<file path="src/uhbdp_pkg.sv">
// shared types and constants for the usb hid boot descriptor parser
package uhbdp_pkg;

    // default cap on the number of kept block bytes
    localparam int unsigned DEFAULT_MAX_BLOCK_BYTES = 256;

    // block layout
    localparam int unsigned HEADER_CFG_POS  = 5;
    localparam int unsigned MIN_BLOCK_BYTES = 9;
    localparam int unsigned FIELD_DEPTH     = 8;

    // descriptor codes
    localparam logic [7:0] DESC_TYPE_INTERFACE = 8'd4;
    localparam logic [7:0] DESC_TYPE_ENDPOINT  = 8'd5;
    localparam logic [7:0] INTF_MIN_LEN        = 8'd9;
    localparam logic [7:0] EP_MIN_LEN          = 8'd7;
    localparam logic [7:0] CLASS_HID           = 8'd3;
    localparam logic [7:0] SUBCLASS_BOOT       = 8'd1;
    localparam logic [7:0] PROTOCOL_KEYBOARD   = 8'd1;
    localparam logic [7:0] PROTOCOL_MOUSE      = 8'd2;
    localparam logic [7:0] EP_DIR_IN           = 8'h80;
    localparam logic [7:0] EP_XFER_MASK        = 8'h03;
    localparam logic [7:0] EP_XFER_INTERRUPT   = 8'h03;

    // result status codes
    typedef enum logic [1:0] {
        ST_MOUSE        = 2'd0,
        ST_KEYBOARD     = 2'd1,
        ST_HID_NOT_BOOT = 2'd2,
        ST_NO_BOOT      = 2'd3
    } t_status;

    // active boot interface
    typedef enum logic [1:0] {
        PROTO_NONE     = 2'd0,
        PROTO_KEYBOARD = 2'd1,
        PROTO_MOUSE    = 2'd2
    } t_proto;

    // recorded interrupt in endpoint
    typedef struct packed {
        logic [7:0]  addr;
        logic [15:0] max_packet;
        logic [7:0]  interval;
        logic        valid;
    } t_ep_rec;

    // one parse result
    typedef struct packed {
        t_status     status;
        logic [7:0]  config_id;
        logic [7:0]  intf_num;
        logic [7:0]  endpoint_address;
        logic [15:0] endpoint_max_packet;
        logic [7:0]  endpoint_interval;
    } t_result;

endpackage

</file>
<file path="src/uhbdp_in_if.sv">
// byte stream channel into the parser
interface uhbdp_in_if;
    logic       valid;
    logic       ready;
    logic [7:0] data_byte;
    logic       last_byte;

    modport source (output valid, output data_byte, output last_byte, input ready);
    modport sink (input valid, input data_byte, input last_byte, output ready);
endinterface

</file>
<file path="src/uhbdp_out_if.sv">
// result channel out of the parser
interface uhbdp_out_if;
    logic        valid;
    logic        ready;
    logic [1:0]  status;
    logic [7:0]  config_id;
    logic [7:0]  intf_num;
    logic [7:0]  endpoint_address;
    logic [15:0] endpoint_max_packet;
    logic [7:0]  endpoint_interval;

    modport source (
        output valid, output status, output config_id, output intf_num,
        output endpoint_address, output endpoint_max_packet, output endpoint_interval,
        input ready
    );
    modport sink (
        input valid, input status, input config_id, input intf_num,
        input endpoint_address, input endpoint_max_packet, input endpoint_interval,
        output ready
    );
endinterface

</file>
<file path="src/uhbdp_core.sv">
// descriptor chain walker state and per-byte update
module uhbdp_core #(
    parameter int unsigned MAX_BLOCK_BYTES = uhbdp_pkg::DEFAULT_MAX_BLOCK_BYTES
) (
    input  logic               i_clk,
    input  logic               i_rst_n,
    input  logic               i_step,
    input  logic [7:0]         i_byte,
    input  logic               i_last,
    output uhbdp_pkg::t_result o_result
);
    import uhbdp_pkg::*;

    localparam int unsigned POS_W = ($clog2(MAX_BLOCK_BYTES + 1) > 8) ?
                                    $clog2(MAX_BLOCK_BYTES + 1) : 9;

    logic [POS_W-1:0] r_pos, n_pos;
    logic [POS_W-1:0] r_nds, n_nds;
    logic [7:0]       r_len, n_len;
    logic [7:0]       r_type, n_type;
    logic [7:0]       r_fields [FIELD_DEPTH];
    logic [7:0]       n_fields [FIELD_DEPTH];
    logic             r_stopped, n_stopped;
    t_proto           r_proto, n_proto;
    logic             r_last_hid, n_last_hid;
    logic             r_any_intf, n_any_intf;
    logic [7:0]       r_cfg, n_cfg;
    logic             r_mouse_found, n_mouse_found;
    logic             r_kb_found, n_kb_found;
    logic [7:0]       r_mouse_intf, n_mouse_intf;
    logic [7:0]       r_kb_intf, n_kb_intf;
    t_ep_rec          r_mouse_ep, n_mouse_ep;
    t_ep_rec          r_kb_ep, n_kb_ep;

    // state after taking the current byte
    always_comb begin
        logic [POS_W-1:0] off;
        t_ep_rec          ep;
        off           = '0;
        ep            = '0;
        n_pos         = r_pos;
        n_nds         = r_nds;
        n_len         = r_len;
        n_type        = r_type;
        n_fields      = r_fields;
        n_stopped     = r_stopped;
        n_proto       = r_proto;
        n_last_hid    = r_last_hid;
        n_any_intf    = r_any_intf;
        n_cfg         = r_cfg;
        n_mouse_found = r_mouse_found;
        n_kb_found    = r_kb_found;
        n_mouse_intf  = r_mouse_intf;
        n_kb_intf     = r_kb_intf;
        n_mouse_ep    = r_mouse_ep;
        n_kb_ep       = r_kb_ep;
        if (r_pos < POS_W'(MAX_BLOCK_BYTES)) begin
            n_pos = POS_W'(r_pos + 1'b1);
            if (r_pos == POS_W'(HEADER_CFG_POS)) begin
                n_cfg = i_byte;
            end
            if (!r_stopped) begin
                if (r_pos == '0) begin
                    // header length sets where the chain begins
                    if (i_byte == 8'd0) begin
                        n_stopped = 1'b1;
                    end else begin
                        n_nds = POS_W'(i_byte);
                    end
                end else if (r_pos == r_nds) begin
                    // length byte of a new descriptor
                    if (i_byte == 8'd0) begin
                        n_stopped = 1'b1;
                    end else begin
                        n_len = i_byte;
                        n_type = 8'd0;
                        for (int k = 0; k < FIELD_DEPTH; k++) begin
                            n_fields[k] = 8'd0;
                        end
                        n_fields[0] = i_byte;
                        if (i_byte == 8'd1) begin
                            n_nds = POS_W'(r_pos + 1'b1);
                        end
                    end
                end else if (r_pos > r_nds) begin
                    // body byte of the current descriptor
                    off = POS_W'(r_pos - r_nds);
                    if (off < POS_W'(FIELD_DEPTH)) begin
                        n_fields[off[2:0]] = i_byte;
                    end
                    if (off == POS_W'(1)) begin
                        n_type = i_byte;
                    end
                    if ((POS_W+1)'(off) + 1'b1 >= (POS_W+1)'(r_len)) begin
                        n_nds = POS_W'(r_pos + 1'b1);
                        // completed interface descriptor
                        if (n_type == DESC_TYPE_INTERFACE && r_len >= INTF_MIN_LEN) begin
                            n_any_intf = 1'b1;
                            n_last_hid = (n_fields[5] == CLASS_HID);
                            if (n_fields[5] == CLASS_HID && n_fields[6] == SUBCLASS_BOOT &&
                                n_fields[7] == PROTOCOL_MOUSE) begin
                                n_mouse_found = 1'b1;
                                n_proto       = PROTO_MOUSE;
                                n_mouse_intf  = n_fields[2];
                            end else if (n_fields[5] == CLASS_HID &&
                                         n_fields[6] == SUBCLASS_BOOT &&
                                         n_fields[7] == PROTOCOL_KEYBOARD) begin
                                n_kb_found = 1'b1;
                                n_proto    = PROTO_KEYBOARD;
                                n_kb_intf  = n_fields[2];
                            end else begin
                                n_proto = PROTO_NONE;
                            end
                        end
                        // completed interrupt in endpoint under a boot interface
                        if (n_type == DESC_TYPE_ENDPOINT && r_len >= EP_MIN_LEN &&
                            r_proto != PROTO_NONE &&
                            (n_fields[2] & EP_DIR_IN) != 8'd0 &&
                            (n_fields[3] & EP_XFER_MASK) == EP_XFER_INTERRUPT) begin
                            ep.addr       = n_fields[2];
                            ep.max_packet = {n_fields[5], n_fields[4]};
                            ep.interval   = n_fields[6];
                            ep.valid      = 1'b1;
                            if (r_proto == PROTO_MOUSE) begin
                                n_mouse_ep = ep;
                            end else if (r_proto == PROTO_KEYBOARD) begin
                                n_kb_ep = ep;
                            end
                        end
                    end
                end
            end
        end
    end

    // result selection from the updated state
    always_comb begin
        o_result = '0;
        if (n_pos < POS_W'(MIN_BLOCK_BYTES)) begin
            o_result.status = ST_NO_BOOT;
        end else if (n_mouse_found && n_mouse_ep.valid) begin
            o_result.status              = ST_MOUSE;
            o_result.config_id           = n_cfg;
            o_result.intf_num            = n_mouse_intf;
            o_result.endpoint_address    = n_mouse_ep.addr;
            o_result.endpoint_max_packet = n_mouse_ep.max_packet;
            o_result.endpoint_interval   = n_mouse_ep.interval;
        end else if (n_kb_found && n_kb_ep.valid) begin
            o_result.status              = ST_KEYBOARD;
            o_result.config_id           = n_cfg;
            o_result.intf_num            = n_kb_intf;
            o_result.endpoint_address    = n_kb_ep.addr;
            o_result.endpoint_max_packet = n_kb_ep.max_packet;
            o_result.endpoint_interval   = n_kb_ep.interval;
        end else begin
            o_result.status    = (n_any_intf && n_last_hid) ? ST_HID_NOT_BOOT : ST_NO_BOOT;
            o_result.config_id = n_cfg;
        end
    end

    // parser state, cleared at reset and after the last byte of a block
    always_ff @(posedge i_clk) begin
        if (!i_rst_n || (i_step && i_last)) begin
            r_pos         <= '0;
            r_nds         <= '0;
            r_len         <= '0;
            r_type        <= '0;
            for (int k = 0; k < FIELD_DEPTH; k++) begin
                r_fields[k] <= '0;
            end
            r_stopped     <= 1'b0;
            r_proto       <= PROTO_NONE;
            r_last_hid    <= 1'b0;
            r_any_intf    <= 1'b0;
            r_cfg         <= '0;
            r_mouse_found <= 1'b0;
            r_kb_found    <= 1'b0;
            r_mouse_intf  <= '0;
            r_kb_intf     <= '0;
            r_mouse_ep    <= '0;
            r_kb_ep       <= '0;
        end else if (i_step) begin
            r_pos         <= n_pos;
            r_nds         <= n_nds;
            r_len         <= n_len;
            r_type        <= n_type;
            r_fields      <= n_fields;
            r_stopped     <= n_stopped;
            r_proto       <= n_proto;
            r_last_hid    <= n_last_hid;
            r_any_intf    <= n_any_intf;
            r_cfg         <= n_cfg;
            r_mouse_found <= n_mouse_found;
            r_kb_found    <= n_kb_found;
            r_mouse_intf  <= n_mouse_intf;
            r_kb_intf     <= n_kb_intf;
            r_mouse_ep    <= n_mouse_ep;
            r_kb_ep       <= n_kb_ep;
        end
    end

`ifndef SYNTHESIS
    // a block end restarts the walk
    a_restart: assert property (@(posedge i_clk) disable iff (!i_rst_n)
        i_step && i_last |=> r_pos == '0 && !r_stopped && r_proto == PROTO_NONE)
        else $error("parser state not cleared after block end");

    // position never runs past the cap
    a_pos_cap: assert property (@(posedge i_clk) disable iff (!i_rst_n)
        r_pos <= POS_W'(MAX_BLOCK_BYTES))
        else $error("byte position beyond cap");

    // an endpoint is only recorded under a found boot interface
    a_mouse_ep: assert property (@(posedge i_clk) disable iff (!i_rst_n)
        r_mouse_ep.valid |-> r_mouse_found)
        else $error("mouse endpoint without mouse interface");

    a_kb_ep: assert property (@(posedge i_clk) disable iff (!i_rst_n)
        r_kb_ep.valid |-> r_kb_found)
        else $error("keyboard endpoint without keyboard interface");
`endif

endmodule

</file>
<file path="src/usb_hid_boot_descriptor_parser.sv">
// top level: input register, descriptor walker and result register
// a result is valid once the last block byte has passed the input and result registers
// throughput: one descriptor byte per cycle, set by the single-pass update of the walker
// the input register stalls only when a last byte meets a result not yet taken
// reset: synchronous, active low; clears the walker and both valid flags
// the walker also returns to its reset state after each block end
module usb_hid_boot_descriptor_parser #(
    parameter int unsigned MAX_BLOCK_BYTES = uhbdp_pkg::DEFAULT_MAX_BLOCK_BYTES
) (
    input  logic               i_clk,
    input  logic               i_rst_n,
    uhbdp_in_if.sink           i_byte_ch,
    uhbdp_out_if.source        o_result_ch
);
    import uhbdp_pkg::*;

    logic       r_in_valid;
    logic [7:0] r_in_byte;
    logic       r_in_last;
    logic       r_out_valid;
    t_result    r_out;
    t_result    core_result;
    logic       out_free;
    logic       step;

    // pipeline control
    assign out_free        = !r_out_valid || o_result_ch.ready;
    assign step            = r_in_valid && (!r_in_last || out_free);
    assign i_byte_ch.ready = !r_in_valid || step;

    // input register
    always_ff @(posedge i_clk) begin
        if (!i_rst_n) begin
            r_in_valid <= 1'b0;
        end else if (i_byte_ch.ready) begin
            r_in_valid <= i_byte_ch.valid;
        end
    end

    always_ff @(posedge i_clk) begin
        if (i_byte_ch.ready && i_byte_ch.valid) begin
            r_in_byte <= i_byte_ch.data_byte;
            r_in_last <= i_byte_ch.last_byte;
        end
    end

    uhbdp_core #(
        .MAX_BLOCK_BYTES(MAX_BLOCK_BYTES)
    ) u_core (
        .i_clk    (i_clk),
        .i_rst_n  (i_rst_n),
        .i_step   (step),
        .i_byte   (r_in_byte),
        .i_last   (r_in_last),
        .o_result (core_result)
    );

    // result register
    always_ff @(posedge i_clk) begin
        if (!i_rst_n) begin
            r_out_valid <= 1'b0;
        end else if (step && r_in_last) begin
            r_out_valid <= 1'b1;
        end else if (o_result_ch.ready) begin
            r_out_valid <= 1'b0;
        end
    end

    always_ff @(posedge i_clk) begin
        if (step && r_in_last) begin
            r_out <= core_result;
        end
    end

    // result transaction fields
    assign o_result_ch.valid               = r_out_valid;
    assign o_result_ch.status              = 2'(r_out.status);
    assign o_result_ch.config_id           = r_out.config_id;
    assign o_result_ch.intf_num            = r_out.intf_num;
    assign o_result_ch.endpoint_address    = r_out.endpoint_address;
    assign o_result_ch.endpoint_max_packet = r_out.endpoint_max_packet;
    assign o_result_ch.endpoint_interval   = r_out.endpoint_interval;

endmodule

</file>
<file path="src/flat_wrapper.sv">
// flat-port wrapper written by rule: the top's interface ports become plain ports
module usb_hid_boot_descriptor_parser_flat import uhbdp_pkg::*;
#(
    parameter int unsigned MAX_BLOCK_BYTES = uhbdp_pkg::DEFAULT_MAX_BLOCK_BYTES
)
  (i_clk, i_rst_n, i_byte_ch_valid, i_byte_ch_data_byte, i_byte_ch_last_byte, i_byte_ch_ready, o_result_ch_valid, o_result_ch_status, o_result_ch_config_id, o_result_ch_intf_num, o_result_ch_endpoint_address, o_result_ch_endpoint_max_packet, o_result_ch_endpoint_interval, o_result_ch_ready);
  uhbdp_in_if i_byte_ch_i ();
  uhbdp_out_if o_result_ch_i ();
  input  logic i_clk;
  input  logic i_rst_n;
  input wire logic [$bits(i_byte_ch_i.valid)-1:0] i_byte_ch_valid;
  input wire logic [$bits(i_byte_ch_i.data_byte)-1:0] i_byte_ch_data_byte;
  input wire logic [$bits(i_byte_ch_i.last_byte)-1:0] i_byte_ch_last_byte;
  output wire logic [$bits(i_byte_ch_i.ready)-1:0] i_byte_ch_ready;
  output wire logic [$bits(o_result_ch_i.valid)-1:0] o_result_ch_valid;
  output wire logic [$bits(o_result_ch_i.status)-1:0] o_result_ch_status;
  output wire logic [$bits(o_result_ch_i.config_id)-1:0] o_result_ch_config_id;
  output wire logic [$bits(o_result_ch_i.intf_num)-1:0] o_result_ch_intf_num;
  output wire logic [$bits(o_result_ch_i.endpoint_address)-1:0] o_result_ch_endpoint_address;
  output wire logic [$bits(o_result_ch_i.endpoint_max_packet)-1:0] o_result_ch_endpoint_max_packet;
  output wire logic [$bits(o_result_ch_i.endpoint_interval)-1:0] o_result_ch_endpoint_interval;
  input wire logic [$bits(o_result_ch_i.ready)-1:0] o_result_ch_ready;
  assign i_byte_ch_i.valid = i_byte_ch_valid;
  assign i_byte_ch_i.data_byte = i_byte_ch_data_byte;
  assign i_byte_ch_i.last_byte = i_byte_ch_last_byte;
  assign i_byte_ch_ready = i_byte_ch_i.ready;
  assign o_result_ch_valid = o_result_ch_i.valid;
  assign o_result_ch_status = o_result_ch_i.status;
  assign o_result_ch_config_id = o_result_ch_i.config_id;
  assign o_result_ch_intf_num = o_result_ch_i.intf_num;
  assign o_result_ch_endpoint_address = o_result_ch_i.endpoint_address;
  assign o_result_ch_endpoint_max_packet = o_result_ch_i.endpoint_max_packet;
  assign o_result_ch_endpoint_interval = o_result_ch_i.endpoint_interval;
  assign o_result_ch_i.ready = o_result_ch_ready;
  usb_hid_boot_descriptor_parser #(.MAX_BLOCK_BYTES(MAX_BLOCK_BYTES)) u_core (.i_clk(i_clk), .i_rst_n(i_rst_n), .i_byte_ch(i_byte_ch_i), .o_result_ch(o_result_ch_i));
endmodule
</file>
<file path="config.mk">
export PLATFORM = sky130hd
export DESIGN_NAME = usb_hid_boot_descriptor_parser_flat
export DESIGN_NICKNAME = d
export VERILOG_FILES = /design/src/uhbdp_pkg.sv /design/src/uhbdp_in_if.sv /design/src/uhbdp_out_if.sv /design/src/uhbdp_core.sv /design/src/usb_hid_boot_descriptor_parser.sv /design/src/flat_wrapper.sv
export SDC_FILE = /design/constraint.sdc
export NUM_CORES = 1
export LEC_CHECK = 0
export BUFFER_PORTS_ARGS = -buffer_cell sky130_fd_sc_hd__buf_2
export CAP_MARGIN = 15
export CORE_ASPECT_RATIO = 1.1
export CORE_MARGIN = 2
export CORE_UTILIZATION = 55
export CTS_CLUSTER_SIZE = 12
export DETAILED_ROUTE_END_ITERATION = 12
export PLACE_DENSITY = 0.76
export SYNTH_ARGS = -nofsm -noshare
export SYNTH_HDL_FRONTEND = slang
export SYNTH_SLANG_ARGS = --single-unit
</file>
<file path="constraint.sdc">
create_clock -name i_clk -period 8.3 [get_ports i_clk]
set_input_delay 0.415 -clock i_clk [delete_from_list [all_inputs] [get_ports i_clk]]
set_output_delay 0.415 -clock i_clk [all_outputs]
set_load 0.005 [all_outputs]
</file>
== After elaboration in Yosys (flattened, before gate mapping) ==
Cells that the tools add are included.

* Latch bits: 0
* Memories kept: 0
* Logic and storage cells: 218
* RAM bits: 0
* Memory bits (read-only): 0
* Output and inout port bits: 52
* Register bits after elaboration: 256

* Bitwise operators: 5
* Mux-type cells: 108
* Divide/modulo/power cells: 0
* Shift operators: 0
* Magnitude comparators: 9
* $mul: 0
* Add/subtract/negate cells: 3
* Eq/ne operators: 17
* Reduce and logical (&&, ||, !) cells: 36

{| class="wikitable"
|+ Operator list
! operator !! count
|-
| $mux 64 || 9
|-
| $mux 33 || 17
|-
| $mux 8 || 29
|-
| $mux 9 || 8
|-
| $bwmux 64 || 1
|-
| $mux 50 || 1
|-
| $mux 40 || 1
|-
| $mux 1 || 39
|-
| $demux 8 s3 || 1
|-
| $eq 8x1->1 const B || 3
|-
| $lt 9x4->1 const B || 2
|-
| $eq 8x2->1 const B || 2
|-
| $eq 8x3->1 const B || 2
|-
| $reduce_and 8->1 || 2
|-
| $logic_and 1x1->1 || 15
|-
| $reduce_and 6->1 || 2
|-
| $add 9x1->10 const B || 1
|-
| $ge 10x8->1 || 1
|-
| $mux 10 || 1
|-
| $add 9x1->9 const B || 1
|-
| $eq 9x1->1 const B || 1
|-
| $eq 9x3->1 const B || 1
|-
| $eq 9x9->1 || 1
|-
| $gt 9x9->1 || 1
|-
| other kinds (22) || 36
|}

== Logic depth before layout (Yosys ltp) ==
Gate-level depths: netlist (run 1).

* Depth in word-level cells: 28
* Depth in mapped cells: 21
* Depth with buffers taken out: 19

== Cells and area by module ==
A second synthesis (run 1) with hierarchy kept.

* Cell total of the unflattened synthesis: 1358
* Area total of the unflattened synthesis: 11842.6 µm²

{| class="wikitable"
|+ By module, submodules not included
! module !! area each (µm²) !! times used !! cells each !! seq. area each (µm²)
|-
| uhbdp_core || 9953.3 || 1 || 1287 || 3463.3
|-
| usb_hid_boot_descriptor_parser || 1889.3 || 1 || 71 || 1811.7
|}

== Worst setup path after synthesis (run 1) ==
No wires, ideal clock.

* Path type: register -> register
* From: register u_core.u_core.r_pos[0]
* To: register u_core.r_out (netlist bit u_core.o_result_ch.endpoint_max_packet[12]) (data pin)
* Setup time: 0.269 ns
* Path buffers: 2
* Cell stages (with the launch flop): 20
* Data arrival time: 4.506 ns
* Data required time: 8.031 ns
* Period minus slack after synthesis: 4.775 ns
* Path slack: 3.525 ns
* Cells stage by stage: dfxtp_1 > inv_1 > ha_1 > fa_1 > nand2b_1 > a21oi_1 > xor2_1 > nand3_1 > xnor2_1 > ha_1 > o2111ai_1 > o21a_1 > o21ba_2 > o311a_1 > a221oi_4 > nand4_1 > buf_4 > o22ai_2 > buf_2 > a211oi_2

* Longest elaborated chain between the ends: 28
* Elaborated cells between the ends (all ways): 84
* Those cells by class: add/sub (3); order compare (7); eq/ne (9); mux (52); bitwise (1); reduce/logical (12)

{| class="wikitable"
|+ RTL lines
! item !! line !! text
|-
| start, declared || uhbdp_core.sv:17 || <nowiki>logic [POS_W-1:0] r_pos, n_pos;</nowiki>
|-
| start signal, assigned || uhbdp_core.sv:183 || <nowiki>r_pos <= n_pos;</nowiki>
|-
| $sub 9x9->9 || uhbdp_core.sv:87 || <nowiki>off = POS_W'(r_pos - r_nds);</nowiki>
|-
| $not 3->4 (implied by the code) || uhbdp_core.sv:89 || <nowiki>n_fields[off[2:0]] = i_byte;</nowiki>
|-
| $ge 4x4->1 (implied by the code) / $lt 4x1->1 (equally long branches) || uhbdp_core.sv:89 ||
|-
| $logic_and 1x1->1 (implied by the code) || uhbdp_core.sv:89 ||
|-
| $mux 8 (implied by the code) || uhbdp_core.sv:89 ||
|-
| $demux 8 s3 || uhbdp_core.sv:89 ||
|-
| $bwmux 64 || uhbdp_core.sv:89 ||
|-
| $mux 64 || uhbdp_core.sv:88 || <nowiki>if (off < POS_W'(FIELD_DEPTH)) begin</nowiki>
|-
| [12 not listed] || -- ||
|-
| $mux 1 || uhbdp_core.sv:85 || <nowiki>end else if (r_pos > r_nds) begin</nowiki>
|-
| $mux 1 || uhbdp_core.sv:70 || <nowiki>end else if (r_pos == r_nds) begin</nowiki>
|-
| $mux 1 || uhbdp_core.sv:63 || <nowiki>if (r_pos == '0) begin</nowiki>
|-
| $mux 1 || uhbdp_core.sv:62 || <nowiki>if (!r_stopped) begin</nowiki>
|-
| $mux 1 || uhbdp_core.sv:57 || <nowiki>if (r_pos < POS_W'(MAX_BLOCK_BYTES)) begin</nowiki>
|-
| $logic_and 1x1->1 || uhbdp_core.sv:148 || <nowiki>end else if (n_kb_found && n_kb_ep.valid) begin</nowiki>
|-
| $mux 40 || uhbdp_core.sv:148 ||
|-
| $mux 50 || uhbdp_core.sv:141 || <nowiki>end else if (n_mouse_found && n_mouse_ep.valid) begin</nowiki>
|-
| end signal, assigned || usb_hid_boot_descriptor_parser.sv:71 || <nowiki>r_out <= core_result;</nowiki>
|-
| end, declared || usb_hid_boot_descriptor_parser.sv:21 || <nowiki>t_result r_out;</nowiki>
|}

Several ways; a longest one is shown, not always the timed one. The select of a mux whose other input is x is not followed.
A chain may end at the register's enable or synchronous reset.

== Worst setup path after layout (run 1) ==
* From: register u_core.u_core.r_pos[0]
* To: register u_core.r_out (netlist bit u_core.o_result_ch.endpoint_address[7]) (data pin)

Same word-level chain as after synthesis.

==> results of run 1 <==
layout by cell type (no fill, tap or decap), types with 5 or more instances in the layout:
cell and n:
buf_4 18, nand2_1 47, nor2_1 216, o21ai_0 15, nand4_1 13, mux2_2 23
a31o_2 5, clkbuf_8 6, a22oi_1 43, mux2i_1 76, clkbuf_16 25, a211oi_1 99
a21oi_1 30, buf_2 64, nor4_1 6, o22ai_1 35, dfxtp_1 175, xnor2_1 16
and2_1 6, a211oi_2 17, nor3_1 16, clkbuf_1 11, or3_1 5, edfxtp_1 59
xor2_1 7, nand2b_1 10, ha_1 24, nand3_1 18, inv_1 31, nor2b_1 12
path summary, 6_finish.rpt:
kind / end / start / cells past startpoint
hold / removal: u_core.r_in_byte[2]$_DFFE_PP_ / i_byte_ch_data_byte[2] / 1
hold reg to reg: u_core.u_core.r_any_intf$_SDFFE_PP0P_ / u_core.u_core.r_any_intf$_SDFFE_PP0P_ / 2
setup reg to reg: u_core.o_result_ch.endpoint_address[7]$_SDFFCE_PN0P_ / u_core.u_core.r_pos[0]$_SDFFE_PP0P_ / 18
setup / recovery: u_core.o_result_ch.endpoint_address[7]$_SDFFCE_PN0P_ / u_core.u_core.r_pos[0]$_SDFFE_PP0P_ / 18
power breakdown:
part,switching [mW],internal [mW],total (mW)
Clock,0.430,0.642,1.07
Sequential,0.00904,1.18,1.18
Combinational,0.138,0.0720,0.210
layer usage:
layer / share of wire [%] / up-vias
met3: 5.3 / 65
met5: 0 / -
li1: - / 4323
met1: 44 / 4113
met4: 3.5 / 0
met2: 47 / 229
layout make-up:
| cell class | count | area [µm²] |
|---|---|---|
| fillers | 1637 | 7490 |
| multi-input cells | 815 | 5550 |
| flip-flops and latches | 234 | 5280 |
| clock buffers | 42 | 749 |
| repair buffers | 82 | 455 |
| well taps | 252 | 315 |
| inverters | 32 | 120 |
| clock inverters | 3 | 43.8 |
logic make-up after synthesis:
kind of cell	Yosys count
AOI/OAI and AO/OA	288
xor gates and xnor gates	23
adders and majority gates	25
buffers and inverters	115
DFF	234
muxes	99
and+or+nand+nor	380
worst max-delay path, cell delays in order (launching register included):
cell and delay [ps]:
dfxtp_1 400, inv_1 130, ha_1 260, fa_1 450
xnor2_1 640, and3_1 330, nand3_1 150, xnor2_1 180
ha_1 300, o2111ai_1 110, o21a_1 190, o21bai_1 150
nor3b_1 110, a221oi_4 640, a41oi_4 290, nor2_1 840
o21bai_4 300, buf_4 350, a311oi_1 290
registers in the layout, indices dropped and copies added (netlist names), 2 cells and up:
signal / count
u_core.u_core.r_type: 8
u_core.o_result_ch.endpoint_interval: 8
u_core.o_result_ch.endpoint_max_packet: 16
u_core.u_core.r_fields: 42
u_core.r_in_byte: 8
u_core.o_result_ch.status: 2
u_core.u_core.r_kb_ep: 33
u_core.u_core.r_nds: 9
u_core.u_core.r_kb_intf: 8
u_core.u_core.r_mouse_intf: 8
u_core.u_core.r_mouse_ep: 33
u_core.u_core.r_pos: 9
u_core.o_result_ch.endpoint_address: 8
u_core.u_core.r_proto: 2
u_core.u_core.r_cfg: 8
u_core.o_result_ch.intf_num: 8
u_core.o_result_ch.config_id: 8
u_core.u_core.r_len: 8
==> results_dict.tcl, run 1 <==
set metrics [dict create \
    placement.io_buffers 64 \
    cp.required_ps 8620 \
    diodes 0 \
    finClkSkew_ps 16.7 \
    clk_path_buf_depth 3 \
    synth_cells 1164 \
    htree_levels 1 \
    worst_pin_slew_ps 1170 \
    cts_buffers 25 \
    gr-usage-met3_pct 3.10 \
    die_x_um 141 \
    place_inst 1415 \
    crit_path_start_kind "flip-flop" \
    path_clk_slew_ps 60 \
    fin_nets 1228 \
    io_pins 65 \
    post-route-period-util_pct 76.3 \
    synth.most_common_cell "nor2_1" \
    leakagePower_nw 4.65 \
    initial_core_util_pct 56.5 \
    finalInstanceArea_um2 12500 \
    fin_crit_ps 6330 \
    cts_root_buffer "clkbuf_16" \
    slew_headroom_pct 21.8 \
    antenna_found_initial 0 \
    ys_ff_latch 234 \
    use_met1_pct 31.0 \
    synth.cells.most_frequent "nor2_1 (216), dfxtp_1 (175), a211oi_1 (99)" \
    dpl.hpwl_um 16700 \
    synth.top_cell.area_share_pct 31.0 \
    use_met2_pct 40.0 \
    synth_flop_cell "dfxtp_1" \
    grt_overflow 0 \
    timing.hold.ws_ps 89.2 \
    fmax_ghz 0.158 \
    setup_tns_ps 0 \
    grt_use_total_pct 23.7 \
    postSynthAreaPerCell_um2 9.70 \
    irDropWorstVdd_mv 0.159 \
    drv_slew 0 \
    post-route-util_pct 62.6 \
    coreArea_um2 20000 \
    reg2reg_slack_ps 1970 \
    status "completed" \
    viasPerCell 5.98 \
    hold_path.class "in -> reg" \
    cts_tree "yes" \
    seq_area_frac_synth_pct 46.7 \
    synth_edf_count 59 \
    ys_types 76 \
    async_flop_share_pct 0 \
    area_growth_pct 10.8 \
    syn_nets 1202 \
    ys_warn_count 0 \
    yosys-top-cells-area "dfxtp_1 (31%), edfxtp_1 (16%), nor2_1 (7.2%), mux2i_1 (6.7%), a211oi_1 (6.6%)" \
    crit_path_end_kind "flip-flop" \
    avgRoutedWirePerCell_um 17.7 \
    drc 0 \
    cts_sinks 234 \
    drive_gt1_share_pct 15.6 \
    grt_max_degree 110 \
    synth_top_family_by_area "compound AO/OA/AOI/OAI gates" \
    muxShareOfSynthArea_pct 9.03 \
    busiest_layer "met2" \
    dr.pass1.iters 5 \
    grt_pass1_wl_um 42600 \
    clkLatencyLatePin_ps 510 \
    stdcell_count 1460 \
    rsz0062_at_grt "false" \
    wl_um 25900 \
    hold_violations 0 \
    rows 54 \
    synth-compound-area-share_pct 19.7 \
    synth-xor-area-share_pct 1.78 \
    first_global_vias 8432 \
    placed_area_um2 11700 \
    die_y_um 154 \
    post_cts_buffers 0 \
    synthSimpleGateAreaFrac_pct 15.6 \
    vias 8730 \
    synth_area_um2 11300 \
    gp_congestion 0.862 \
    power.density_nw_per_um2 197 \
    synth_fa_ha_area_share_pct 2.84 \
    dpl_worst_slack_ps 2040 \
    crit_fanout 28 \
    drtIter0Drc 630 \
    dieArea_um2 21700 \
    power_mw 2.47 \
    post_cts_resized 0 \
    maxCapViolations 0 \
    critPathKind "reg -> reg" \
    ctsHoldBuffers 0 \
    finalSetupViolCount 0 \
    synth_area_leader_cell "dfxtp_1" \
    drtAntennaViolNets 0 \
    arrival_ps 6660 \
    fin_ws_ps 1970 \
]
(Power assumes the default switching activity.)
==> run 2, diff against run 1 <==
clock period = 6.4 ns   (was 8.3 ns; I/O delays follow)
==> results_dict.tcl, run 2 (synthesis gave the netlist of run 1 again) <==
set metrics [dict create \
    critPathSlowestCell "o21bai_4" \
    viasPerCell 6.03 \
    p_switching_mw 0.759 \
    dpl.hpwl_um 16800 \
    stdcell_count 1478 \
    p_sw_share_pct 23.5 \
    post-route-period-util_pct 88.3 \
    power_frac_comb_pct 8.9 \
    layout_commonest_cell "nor2_1" \
    cts_root_buffer "clkbuf_16" \
    rsz0062_at_grt "false" \
    dieArea_um2 21700 \
    drv_slew 0 \
    top_regs "u_core.u_core.r_fields: 42 flops, u_core.u_core.r_kb_ep: 33 flops, u_core.u_core.r_mouse_ep: 33 flops" \
    area_growth_pct 12.3 \
    cp.required_ps 6640 \
    crit_buf_inv 3 \
    slew_headroom_pct 29.2 \
    cts_buffers 25 \
    die_y_um 154 \
    vias 8906 \
    hold_violations 0 \
    maxCapViolations 0 \
    crit_path_end_kind "flip-flop" \
    setup_tns_ps 0 \
    area.sequential_um2 5280 \
    drc 0 \
    clkLatencyLatePin_ps 510 \
    htree_levels 1 \
    drtIter0Drc 730 \
    fin_crit_ps 5650 \
    diodes 0 \
    fmax_ghz 0.177 \
    grt_pass1_wl_um 43400 \
    rows 54 \
    io_pins 65 \
    cts_sinks 234 \
    leakagePower_nw 4.74 \
    path_clk_slew_ps 60 \
    arrival_ps 5890 \
    finalInstanceArea_um2 12700 \
    power_mw 3.23 \
    p_int_mw 2.47 \
    layout_common_cells "nor2_1 (216), dfxtp_1 (175), a211oi_1 (99)" \
    grt_use_total_pct 24.2 \
    wl_um 26800 \
    status "completed" \
    dpl_worst_slack_ps 802 \
    critPathMaxStageDelay_ps 680 \
    crit_fanout 26 \
    finalSetupViolCount 0 \
    cp_cell_sequence "inv_1, ha_1, fa_1, xnor2_1, buf_4, and3_1, nand3_1, xnor2_1, ha_1, a211oi_1, o21a_1, o21bai_1, nor3b_1, a221oi_4, a41oi_4, nor2_1, o21bai_4, buf_12, a211oi_2" \
    first_global_vias 8518 \
    critPathTopFamily "compound AO/OA/AOI/OAI gates" \
    hold_path.class "in -> reg" \
    post-route-util_pct 63.4 \
    initial_core_util_pct 56.5 \
    fillers 1596 \
    fin_ws_ps 749 \
    reg2reg_slack_ps 750 \
    placed_area_um2 11800 \
    crit_path_start_kind "flip-flop" \
    finClkSkew_ps 11.0 \
    largest_reg_flops 42 \
    clk_path_buf_depth 3 \
    fin_nets 1246 \
    dr.pass1.iters 5 \
    grt_max_degree 99 \
    placement.io_buffers 64 \
    irDropWorstVdd_mv 0.215 \
    multi_input_area_um2 5550 \
    post_cts_resized 0 \
    antenna_found_initial 0 \
    avgRoutedWirePerCell_um 18.1 \
    coreArea_um2 20000 \
    drive_gt1_share_pct 16.0 \
    gp_congestion 0.852 \
    clkPwrFrac_pct 43.6 \
    grt_overflow 0 \
    largest-register "u_core.u_core.r_fields" \
    timing.hold.ws_ps 77.4 \
    worst_pin_slew_ps 1060 \
    critPathKind "reg -> reg" \
    die_x_um 141 \
    place_inst 1424 \
    drtAntennaViolNets 0 \
    power.density_nw_per_um2 255 \
    seq_power_share_pct 47.5 \
    cts_tree "yes" \
]
## run 2: cell types whose count changed in the layout (fill, tap and decap cells not counted)
cell	change
buf_4	+8
inv_6	-1
buf_12	+1
clkbuf_8	-2
dlygate4sd3_1	+9
clkinv_1	+2
bufinv_16	+1
## run 2: per-layer routing
layer	global-route usage [%]	share of wire [%]	vias up
li1	-	-	4354
met1	31.2	43	4277
met2	41.6	49	226
met3	3.50	5.1	49
met4	8.33	3.0	0
met5	0	0	-
## run 2: worst reg2reg max path, cell delays in order, from the launching register on
cell	delay, ps
dfxtp_1	410
inv_1	140
ha_1	260
fa_1	450
xnor2_1	410
buf_4	230
and3_1	230
nand3_1	160
xnor2_1	190
ha_1	310
a211oi_1	220
o21a_1	180
o21bai_1	90
nor3b_1	410
a221oi_4	250
a41oi_4	320
nor2_1	150
o21bai_4	680
buf_12	270
a211oi_2	60
## run 2: timing repair
| action | CTS | global route |
|---|---|---|
| endpoints found under the hold margin | 9 | 0 |
| hold buffers | 9 | 0 |
| buffers inserted | 0 | 0 |
## run 2: area by class of cell
class,count,share of cell area (%)
Clock buffer,40,5.69
Sequential cell,234,41.6
Tap cell,252,2.49
Timing Repair Buffer,100,4.93
Multi-Input combinational cell,815,43.8
Inverter,32,0.947
Clock inverter,5,0.572
## run 2: power by group through the flow
stage          sequential, mW  combinational (mW)  clock (mW)
6_report                 1.53               0.288        1.41
3_5_place_dp             1.57               0.281           0
5_1_grt                  1.53               0.317        1.50
4_1_cts                  1.53               0.285        1.43
2_1_floorplan            1.56               0.211           0
3_3_place_gp             1.57               0.276           0
## run 2: final timing paths
| path | from | endpoint | cells past startpoint |
|---|---|---|---|
| setup / recovery | u_core.u_core.r_pos[0]$_SDFFE_PP0P_ | u_core.o_result_ch.endpoint_max_packet[7]$_SDFFCE_PN0P_ | 19 |
| hold / removal | i_byte_ch_valid | u_core.r_in_valid$_SDFFE_PN0N_ | 3 |
| setup reg to reg | u_core.u_core.r_pos[0]$_SDFFE_PP0P_ | u_core.o_result_ch.endpoint_max_packet[7]$_SDFFCE_PN0P_ | 19 |
| hold reg to reg | u_core.u_core.r_any_intf$_SDFFE_PP0P_ | u_core.u_core.r_any_intf$_SDFFE_PP0P_ | 2 |
